`config.mk`:
```
export PLATFORM = sky130hd
export DESIGN_NAME = bgbd_seq
export DESIGN_NICKNAME = d
export VERILOG_FILES = /design/src/bgbd_pkg.sv /design/src/bgbd_seq.sv
export SDC_FILE = /design/constraint.sdc
export NUM_CORES = 1
export LEC_CHECK = 0
export BUFFER_PORTS_ARGS = -buffer_cell sky130_fd_sc_hd__buf_2
export CORE_ASPECT_RATIO = 1.25
export CORE_MARGIN = 2
export CORE_UTILIZATION = 45
export CTS_CLUSTER_SIZE = 8
export DETAILED_ROUTE_END_ITERATION = 6
export HOLD_SLACK_MARGIN = 0.02
export PLACE_DENSITY = 0.64
export SETUP_SLACK_MARGIN = 0.3
export SYNTH_ARGS = -nofsm -noshare
export SYNTH_HDL_FRONTEND = slang
export SYNTH_SLANG_ARGS = --single-unit
```
`constraint.sdc`:
```
create_clock -name clk -period 12.3 [get_ports clk]
set_input_delay 1.23 -clock clk [delete_from_list [all_inputs] [get_ports clk]]
set_output_delay 1.23 -clock clk [all_outputs]
set_load 0.005 [all_outputs]
```
`src/bgbd_pkg.sv`:
```
// Shared types, constants and helper functions of the Bayer GBRG demosaic block.
`default_nettype none

package bgbd_pkg;

    localparam int SAMPLE_W      = 8;
    localparam int PIX_W         = 8;
    localparam int CFG_IDX_W     = 1;
    localparam int CFG_DATA_W    = 13;
    localparam int WIDTH_FIELD_W = 12;
    localparam int HEIGHT_FIELD_W = 13;

    localparam int MAX_WIDTH_DEF  = 2048;
    localparam int MAX_HEIGHT_DEF = 4096;
    localparam int WIDTH_RESET    = 640;
    localparam int HEIGHT_RESET   = 480;
    localparam int DIM_MIN        = 2;

    localparam logic [CFG_IDX_W-1:0] REG_WIDTH  = 1'd0;
    localparam logic [CFG_IDX_W-1:0] REG_HEIGHT = 1'd1;

    localparam logic OP_SAMPLE = 1'b0;
    localparam logic OP_FLUSH  = 1'b1;

    typedef logic [1:0] color_t;
    localparam color_t CLR_RED   = 2'd0;
    localparam color_t CLR_GREEN = 2'd1;
    localparam color_t CLR_BLUE  = 2'd2;

    // Position flags of the output site inside the frame.
    typedef struct packed {
        logic top;
        logic bot;
        logic left;
        logic right;
        logic row_odd;
        logic col_odd;
        logic frame_end;
    } pos_t;

    // Even rows carry G,B and odd rows carry R,G.
    function automatic color_t site_color(input logic row_odd, input logic col_odd);
        color_t c;
        if (!row_odd)
        begin
            c = col_odd ? CLR_BLUE : CLR_GREEN;
        end
        else
        begin
            c = col_odd ? CLR_GREEN : CLR_RED;
        end
        return c;
    endfunction

    // Floor of sum / cnt for a count of one to four; three uses a reciprocal.
    function automatic logic [PIX_W-1:0] mean_div(input logic [10:0] sum,
                                                  input logic [2:0] cnt);
        logic [21:0]      prod;
        logic [PIX_W-1:0] q;
        prod = 22'(sum) * 22'd683;
        case (cnt)
            3'd1:    q = sum[7:0];
            3'd2:    q = sum[8:1];
            3'd3:    q = prod[18:11];
            3'd4:    q = sum[9:2];
            default: q = '0;
        endcase
        return q;
    endfunction

endpackage

`default_nettype wire

```
`src/bgbd_seq.sv`:
```
// Frame geometry registers, raster position counters and the first pipeline stage.
`default_nettype none

module bgbd_seq #(
    parameter int MAX_WIDTH  = bgbd_pkg::MAX_WIDTH_DEF,
    parameter int MAX_HEIGHT = bgbd_pkg::MAX_HEIGHT_DEF,
    parameter int CW         = $clog2(MAX_WIDTH),
    parameter int RW         = $clog2(MAX_HEIGHT + 8)
) (
    input  logic                                clk,
    input  logic                                rst_n,
    input  logic                                cfg_we,
    input  logic [bgbd_pkg::CFG_IDX_W-1:0]      cfg_idx,
    input  logic [bgbd_pkg::CFG_DATA_W-1:0]     cfg_data,
    input  logic                                en,
    input  logic                                in_valid,
    input  logic                                op,
    input  logic [bgbd_pkg::SAMPLE_W-1:0]       sample,
    output logic                                rd_en,
    output logic [CW-1:0]                       rd_addr,
    output logic                                s1_proc,
    output logic                                s1_emit,
    output logic [bgbd_pkg::SAMPLE_W-1:0]       s1_sample,
    output logic [CW-1:0]                       s1_col,
    output bgbd_pkg::pos_t                      s1_pos
);

    localparam int WW = CW + 1;
    localparam int WRst = (bgbd_pkg::WIDTH_RESET > MAX_WIDTH) ? MAX_WIDTH
                                                              : bgbd_pkg::WIDTH_RESET;
    localparam int HRst = (bgbd_pkg::HEIGHT_RESET > MAX_HEIGHT) ? MAX_HEIGHT
                                                                : bgbd_pkg::HEIGHT_RESET;

    logic [WW-1:0] w_reg, w_next;
    logic [RW-1:0] h_reg, h_next;
    logic [CW-1:0] in_col_reg, in_col_next;
    logic [RW-1:0] in_row_reg, in_row_next;
    logic [CW-1:0] out_col_reg, out_col_next;
    logic [RW-1:0] out_row_reg, out_row_next;

    logic                          s1_proc_reg;
    logic                          s1_emit_reg;
    logic [bgbd_pkg::SAMPLE_W-1:0] s1_sample_reg;
    logic [CW-1:0]                 s1_col_reg;
    bgbd_pkg::pos_t                s1_pos_reg;

    logic                          acc;
    logic                          new_frame;
    logic [CW-1:0]                 ic, oc;
    logic [RW-1:0]                 ir, orow;
    logic                          proc;
    logic                          emit;
    logic [bgbd_pkg::SAMPLE_W-1:0] s_eff;
    logic [WW-1:0]                 ic_inc, oc_inc;
    logic                          ic_wrap, oc_wrap;
    logic [RW-1:0]                 orow_inc;
    bgbd_pkg::pos_t                pos;
    int                            wv, hv;

    // Register writes are clamped to the supported geometry when stored.
    always_comb
    begin
        wv = 32'(cfg_data[bgbd_pkg::WIDTH_FIELD_W-1:0]);
        hv = 32'(cfg_data[bgbd_pkg::HEIGHT_FIELD_W-1:0]);
        if (wv < bgbd_pkg::DIM_MIN)
        begin
            wv = bgbd_pkg::DIM_MIN;
        end
        if (wv > MAX_WIDTH)
        begin
            wv = MAX_WIDTH;
        end
        if (hv < bgbd_pkg::DIM_MIN)
        begin
            hv = bgbd_pkg::DIM_MIN;
        end
        if (hv > MAX_HEIGHT)
        begin
            hv = MAX_HEIGHT;
        end
        w_next = w_reg;
        h_next = h_reg;
        if (cfg_we)
        begin
            unique case (cfg_idx)
                bgbd_pkg::REG_WIDTH:  w_next = WW'(wv);
                bgbd_pkg::REG_HEIGHT: h_next = RW'(hv);
                default:              w_next = w_reg;
            endcase
        end
    end

    always_comb
    begin
        acc       = in_valid && en;
        new_frame = (op == bgbd_pkg::OP_SAMPLE) && (out_row_reg >= h_reg);
        ic   = new_frame ? '0 : in_col_reg;
        ir   = new_frame ? '0 : in_row_reg;
        oc   = new_frame ? '0 : out_col_reg;
        orow = new_frame ? '0 : out_row_reg;

        if (ir < h_reg)
        begin
            proc  = (op == bgbd_pkg::OP_SAMPLE);
            s_eff = sample;
        end
        else
        begin
            proc  = (orow < h_reg);
            s_eff = '0;
        end

        emit = proc && ((ir >= RW'(2)) || ((ir == RW'(1)) && (ic != '0)))
                    && (orow < h_reg);

        ic_inc   = {1'b0, ic} + WW'(1);
        ic_wrap  = (ic_inc >= w_reg);
        oc_inc   = {1'b0, oc} + WW'(1);
        oc_wrap  = (oc_inc >= w_reg);
        orow_inc = orow + RW'(1);

        pos.top       = (orow == '0);
        pos.bot       = (orow_inc >= h_reg);
        pos.left      = (oc == '0);
        pos.right     = oc_wrap;
        pos.row_odd   = orow[0];
        pos.col_odd   = oc[0];
        pos.frame_end = (orow_inc == h_reg) && oc_wrap;

        in_col_next  = in_col_reg;
        in_row_next  = in_row_reg;
        out_col_next = out_col_reg;
        out_row_next = out_row_reg;
        if (acc && proc)
        begin
            if (ic_wrap)
            begin
                in_col_next = '0;
                in_row_next = ir + RW'(1);
            end
            else
            begin
                in_col_next = ic_inc[CW-1:0];
                in_row_next = ir;
            end
            if (emit)
            begin
                if (oc_wrap)
                begin
                    out_col_next = '0;
                    out_row_next = orow_inc;
                end
                else
                begin
                    out_col_next = oc_inc[CW-1:0];
                    out_row_next = orow;
                end
            end
            else
            begin
                out_col_next = oc;
                out_row_next = orow;
            end
        end

        rd_en   = acc && proc;
        rd_addr = ic;
    end

    always_ff @(posedge clk or negedge rst_n)
    begin
        if (!rst_n)
        begin
            w_reg       <= WW'(WRst);
            h_reg       <= RW'(HRst);
            in_col_reg  <= '0;
            in_row_reg  <= '0;
            out_col_reg <= '0;
            out_row_reg <= '0;
            s1_proc_reg <= 1'b0;
            s1_emit_reg <= 1'b0;
        end
        else
        begin
            w_reg       <= w_next;
            h_reg       <= h_next;
            in_col_reg  <= in_col_next;
            in_row_reg  <= in_row_next;
            out_col_reg <= out_col_next;
            out_row_reg <= out_row_next;
            if (en)
            begin
                s1_proc_reg <= acc && proc;
                s1_emit_reg <= acc && emit;
            end
        end
    end

    always_ff @(posedge clk)
    begin
        if (en)
        begin
            s1_sample_reg <= s_eff;
            s1_col_reg    <= ic;
            s1_pos_reg    <= pos;
        end
    end

    assign s1_proc   = s1_proc_reg;
    assign s1_emit   = s1_emit_reg;
    assign s1_sample = s1_sample_reg;
    assign s1_col    = s1_col_reg;
    assign s1_pos    = s1_pos_reg;

endmodule

`default_nettype wire

```
==> report_table.html <==
<table>
<tr><th>Metric</th><th>Value</th></tr>
<tr><th colspan="2">Yosys</th></tr>
<tr><td>Distinct cell type count after synthesis</td><td>65</td></tr>
<tr><td>Top cell type's share of synthesized area</td><td>0.245</td></tr>
<tr><td>Synthesized netlist net count</td><td>869</td></tr>
<tr><td>Number of warnings reported in the yosys synthesis log</td><td>0</td></tr>
<tr><td>Cell types with the largest area share after synthesis</td><td>sky130_fd_sc_hd__dfrtp_1 (24%), sky130_fd_sc_hd__ha_1 (15%), sky130_fd_sc_hd__edfxtp_1 (11%)</td></tr>
<tr><td>Adder-cell share of the synthesized area</td><td>0.149</td></tr>
<tr><td>Synthesized area per cell</td><td>9.32 um^2</td></tr>
<tr><td>Synth Area in XOR/XNOR</td><td>0.0509</td></tr>
<tr><td>Largest family of logic cells by synthesized area</td><td>simple AND/OR/NAND/NOR gates</td></tr>
<tr><td>Post-synthesis simple-gate area fraction</td><td>0.185</td></tr>
<tr><td>Flip-flop cell with the highest count after synthesis</td><td>sky130_fd_sc_hd__dfrtp_1</td></tr>
<tr><td>Sequential fraction of the synthesis area</td><td>0.378</td></tr>
<tr><td>Synth area leader</td><td>sky130_fd_sc_hd__dfrtp_1</td></tr>
<tr><td>Number of synthesized register bits</td><td>101</td></tr>
<tr><td>EDFF count, synth</td><td>26</td></tr>
<tr><td>Number of instances in the synthesized netlist</td><td>757</td></tr>
<tr><td>Netlist area before placement</td><td>7050 um^2</td></tr>
<tr><td>FFs w/ async S/R, synth</td><td>0.743</td></tr>
<tr><td>Multiplexer area fraction after synthesis</td><td>0.00603</td></tr>
<tr><td>Fraction of the mapped netlist area in compound gates</td><td>0.181</td></tr>
<tr><th colspan="2">Die</th></tr>
<tr><td>Die footprint</td><td>16700 um^2</td></tr>
<tr><td>Horizontal die dimension</td><td>116 um</td></tr>
<tr><td>Starting density of the core</td><td>0.457</td></tr>
<tr><td>Total I/O pin count</td><td>68</td></tr>
<tr><td>Die Y</td><td>144 um</td></tr>
<tr><td>Standard cell core area</td><td>15400 um^2</td></tr>
<tr><td>Number of rows in the core area</td><td>51</td></tr>
<tr><th colspan="2">Cells and area</th></tr>
<tr><td>Most frequent cells in the layout</td><td>sky130_fd_sc_hd__ha_1 (84), sky130_fd_sc_hd__nand2_1 (77), sky130_fd_sc_hd__dfrtp_1 (69)</td></tr>
<tr><td>Layout cells sized above 1</td><td>0.136</td></tr>
<tr><td>Most common cell after layout, fill and taps aside</td><td>sky130_fd_sc_hd__ha_1</td></tr>
<tr><td>Final design instance area without fill</td><td>7900 um^2</td></tr>
<tr><td>Number of nets in the final layout</td><td>921</td></tr>
<tr><td>Layout overhead on the synthesized area</td><td>12.0%</td></tr>
<tr><td>Count of antenna diodes in the layout</td><td>0</td></tr>
<tr><th colspan="2">Place</th></tr>
<tr><td>HPWL after DPL</td><td>13.7 mm</td></tr>
<tr><td>Placed inst area</td><td>7560 um^2</td></tr>
<tr><td>IO Port Bufs</td><td>67</td></tr>
<tr><td>Gp weighted congestion</td><td>0.883</td></tr>
<tr><th colspan="2">Timing</th></tr>
<tr><td>Hold Vio Cnt, Final</td><td>0</td></tr>
<tr><td>Max-slew violation count</td><td>0</td></tr>
<tr><td>Slew at the pin closest to its max-slew limit</td><td>0.969 ns</td></tr>
<tr><td>Final number of setup-violating endpoints</td><td>0</td></tr>
<tr><td>Summed negative setup slack over all endpoints</td><td>0 ns</td></tr>
<tr><td>Highest clock rate</td><td>0.145 GHz</td></tr>
<tr><td>Worst slew slack as a fraction of its limit</td><td>0.354</td></tr>
<tr><td>Final hold slack</td><td>0.487 ns</td></tr>
<tr><td>Fin crit period</td><td>6.90 ns</td></tr>
<tr><td>Final worst path period share</td><td>0.561</td></tr>
<tr><td>Clock Skew</td><td>0.00974 ns</td></tr>
<tr><td>RSZ-0062 raised after global routing</td><td>false</td></tr>
<tr><th colspan="2">Job</th></tr>
<tr><td>Maximum Capacitance Violations</td><td>0</td></tr>
<tr><th colspan="2">CTS</th></tr>
<tr><td>CTS Sinks</td><td>101</td></tr>
<tr><td>Clock insertion delay at the later pin of the skew report</td><td>0.36 ns</td></tr>
<tr><td>Hold-fix buffer count after cts</td><td>0</td></tr>
<tr><td>Number of H-tree levels</td><td>3</td></tr>
<tr><td>Number of setup buffers added after CTS</td><td>0</td></tr>
<tr><td>Post-cts resize count</td><td>0</td></tr>
<tr><td>CTS tree</td><td>built</td></tr>
<tr><td>Clock slew at the register clock pins of the worst setup and hold paths</td><td>0.07 ns</td></tr>
<tr><td>Total clock buffers created by CTS</td><td>9</td></tr>
<tr><td>Clock root cell</td><td>sky130_fd_sc_hd__clkbuf_16</td></tr>
<tr><td>Number of buffers between clock root and the deepest sink</td><td>2</td></tr>
<tr><th colspan="2">Power</th></tr>
<tr><td>Pwr/cell area</td><td>157 nW/um^2</td></tr>
<tr><td>Sequential share of power</td><td>0.366</td></tr>
<tr><td>Lkg Pwr</td><td>3.72 nW</td></tr>
<tr><td>Internal power component</td><td>0.774 mW</td></tr>
<tr><td>Psw</td><td>0.462 mW</td></tr>
<tr><td>Share of power burned in combinational logic</td><td>0.381</td></tr>
<tr><td>Peak supply drop</td><td>0.0646 mV</td></tr>
<tr><td>Relative contribution of the clock network to total power</td><td>0.253</td></tr>
<tr><td>Net switching fraction of the power</td><td>0.374</td></tr>
<tr><th colspan="2">Global routing</th></tr>
<tr><td>Number of global-route vias before repair</td><td>5841</td></tr>
<tr><td>Aggregate global-route resource usage</td><td>0.231</td></tr>
<tr><td>Largest net degree at the start of global routing</td><td>76</td></tr>
<tr><td>Wire length of the first global-routing pass</td><td>30.1 mm</td></tr>
<tr><td>Antenna violations before repair</td><td>0</td></tr>
<tr><td>Total congestion overflow</td><td>0</td></tr>
<tr><th colspan="2">Detailed routing</th></tr>
<tr><td>Count of antenna-violating nets left after detailed routing</td><td>0</td></tr>
<tr><td>Routed wire length per instance</td><td>17.8 um</td></tr>
<tr><td>Pre-Repair DR Iteration Count</td><td>5</td></tr>
<tr><td>Number of DRC violations after detailed routing</td><td>0</td></tr>
<tr><td>Via density per instance</td><td>5.77</td></tr>
<tr><td>Total number of vias</td><td>5919</td></tr>
<tr><td>DRT Wirelength</td><td>18.2 mm</td></tr>
<tr><td>Number of DRC markers in iteration 0</td><td>459</td></tr>
<tr><th colspan="2">Status</th></tr>
<tr><td>Status</td><td>finished clean</td></tr>
<tr><th colspan="2">Setup path</th></tr>
<tr><td>Highest net fanout along the worst path</td><td>38</td></tr>
<tr><td>Worst setup path class</td><td>flip-flop to output pin</td></tr>
<tr><td>CP Data Arrival Time</td><td>5.67 ns</td></tr>
<tr><td>Required arrival time at the worst endpoint</td><td>11.07 ns</td></tr>
<tr><td>Endpoint type of the worst setup path</td><td>output pin</td></tr>
<tr><td>Cells on worst reg2reg path</td><td>23</td></tr>
<tr><td>Element type at the critical path start</td><td>flip-flop</td></tr>
<tr><th colspan="2">Hold path</th></tr>
<tr><td>Worst Hold Path Cells</td><td>2</td></tr>
<tr><td>Type of the most critical hold path</td><td>flip-flop to flip-flop</td></tr>
</table>
## power groups by stage
stage / combinational, mW / clock (mW) / sequential [mW]
6_report: 0.471 / 0.312 / 0.453
5_1_grt: 0.538 / 0.331 / 0.461
4_1_cts: 0.473 / 0.318 / 0.452
3_5_place_dp: 0.470 / 0 / 0.457
3_3_place_gp: 0.453 / 0 / 0.456
2_1_floorplan: 0.334 / 0 / 0.444
## worst max-delay path: stages, from the launching register on
cell and delay [ns]:
sky130_fd_sc_hd__dfstp_2 0.54, sky130_fd_sc_hd__inv_1 0.10, sky130_fd_sc_hd__ha_1 0.34, sky130_fd_sc_hd__a21o_1 0.19, sky130_fd_sc_hd__a221o_1 0.33, sky130_fd_sc_hd__a22oi_2 0.24
sky130_fd_sc_hd__o21a_2 0.62, sky130_fd_sc_hd__buf_4 0.44, sky130_fd_sc_hd__nand2_1 0.21, sky130_fd_sc_hd__inv_1 0.10, sky130_fd_sc_hd__ha_1 0.25, sky130_fd_sc_hd__a21oi_1 0.15
sky130_fd_sc_hd__a21boi_0 0.17, sky130_fd_sc_hd__nor4b_1 0.35, sky130_fd_sc_hd__o2111ai_1 0.16, sky130_fd_sc_hd__o211ai_1 0.12, sky130_fd_sc_hd__nand2_1 0.09, sky130_fd_sc_hd__inv_1 0.68
sky130_fd_sc_hd__buf_2 0.25
## cell usage after synthesis (19+ instances only)
cell type / instances
sky130_fd_sc_hd__inv_1: 61
sky130_fd_sc_hd__edfxtp_1: 26
sky130_fd_sc_hd__clkbuf_1: 19
sky130_fd_sc_hd__dfrtp_1: 69
sky130_fd_sc_hd__and2_1: 28
sky130_fd_sc_hd__a22o_1: 22
sky130_fd_sc_hd__nor2_1: 38
sky130_fd_sc_hd__o21ai_0: 43
sky130_fd_sc_hd__nand3_1: 26
sky130_fd_sc_hd__xnor2_1: 24
sky130_fd_sc_hd__nand4_1: 20
sky130_fd_sc_hd__nand2_1: 77
sky130_fd_sc_hd__ha_1: 84
sky130_fd_sc_hd__a21oi_1: 25
## worst paths after layout
kind                       slack [ns]              to      from
max in group asynchronous       10.65  out_row_reg[8]     rst_n
min                              0.49        h_reg[4]  h_reg[4]
max reg2reg                      5.59  out_col_reg[2]  h_reg[6]
min in group asynchronous        1.02        w_reg[0]     rst_n
min reg2reg                      0.49        h_reg[4]  h_reg[4]
max                              5.40           rd_en  h_reg[6]
## per-stage QoR
step	total power [mW]	std cells	worst slack [ns]	utilization
2_1_floorplan	0.778	757	6.41	-
3_3_place_gp	0.908	1010	5.74	0.489
3_5_place_dp	0.927	1010	5.48	0.489
4_1_cts	1.24	1026	5.44	0.511
5_1_grt	1.33	1026	4.98	0.511
6_report	1.24	1026	5.40	0.511
## routing by layer
| metal | share of wire | GRT usage |
|---|---|---|
| met5 | 0 | 0 |
| met4 | 0.019 | 0.0739 |
| met3 | 0.040 | 0.0329 |
| met2 | 0.49 | 0.392 |
| met1 | 0.45 | 0.302 |
## layout make-up
| cell class | instances | area (um^2) |
|---|---|---|
| Inverter | 61 | 229 |
| Timing Repair Buffer | 71 | 368 |
| Sequential cell | 101 | 2670 |
| Multi-Input combinational cell | 565 | 4030 |
| Clock buffer | 13 | 314 |
| Fill cell | 1511 | 7540 |
| Tap cell | 212 | 265 |
| Clock inverter | 3 | 26.3 |
## cells by family after synthesis
logic type | Yosys count
adders and majority gates | 84
DFF | 101
and+or+nand+nor | 257
muxes | 4
buffers and inverters | 91
AOI/OAI and AO/OA | 179
xor gates and xnor gates | 41
No activity file was read; power rests on OpenSTA's default activity.
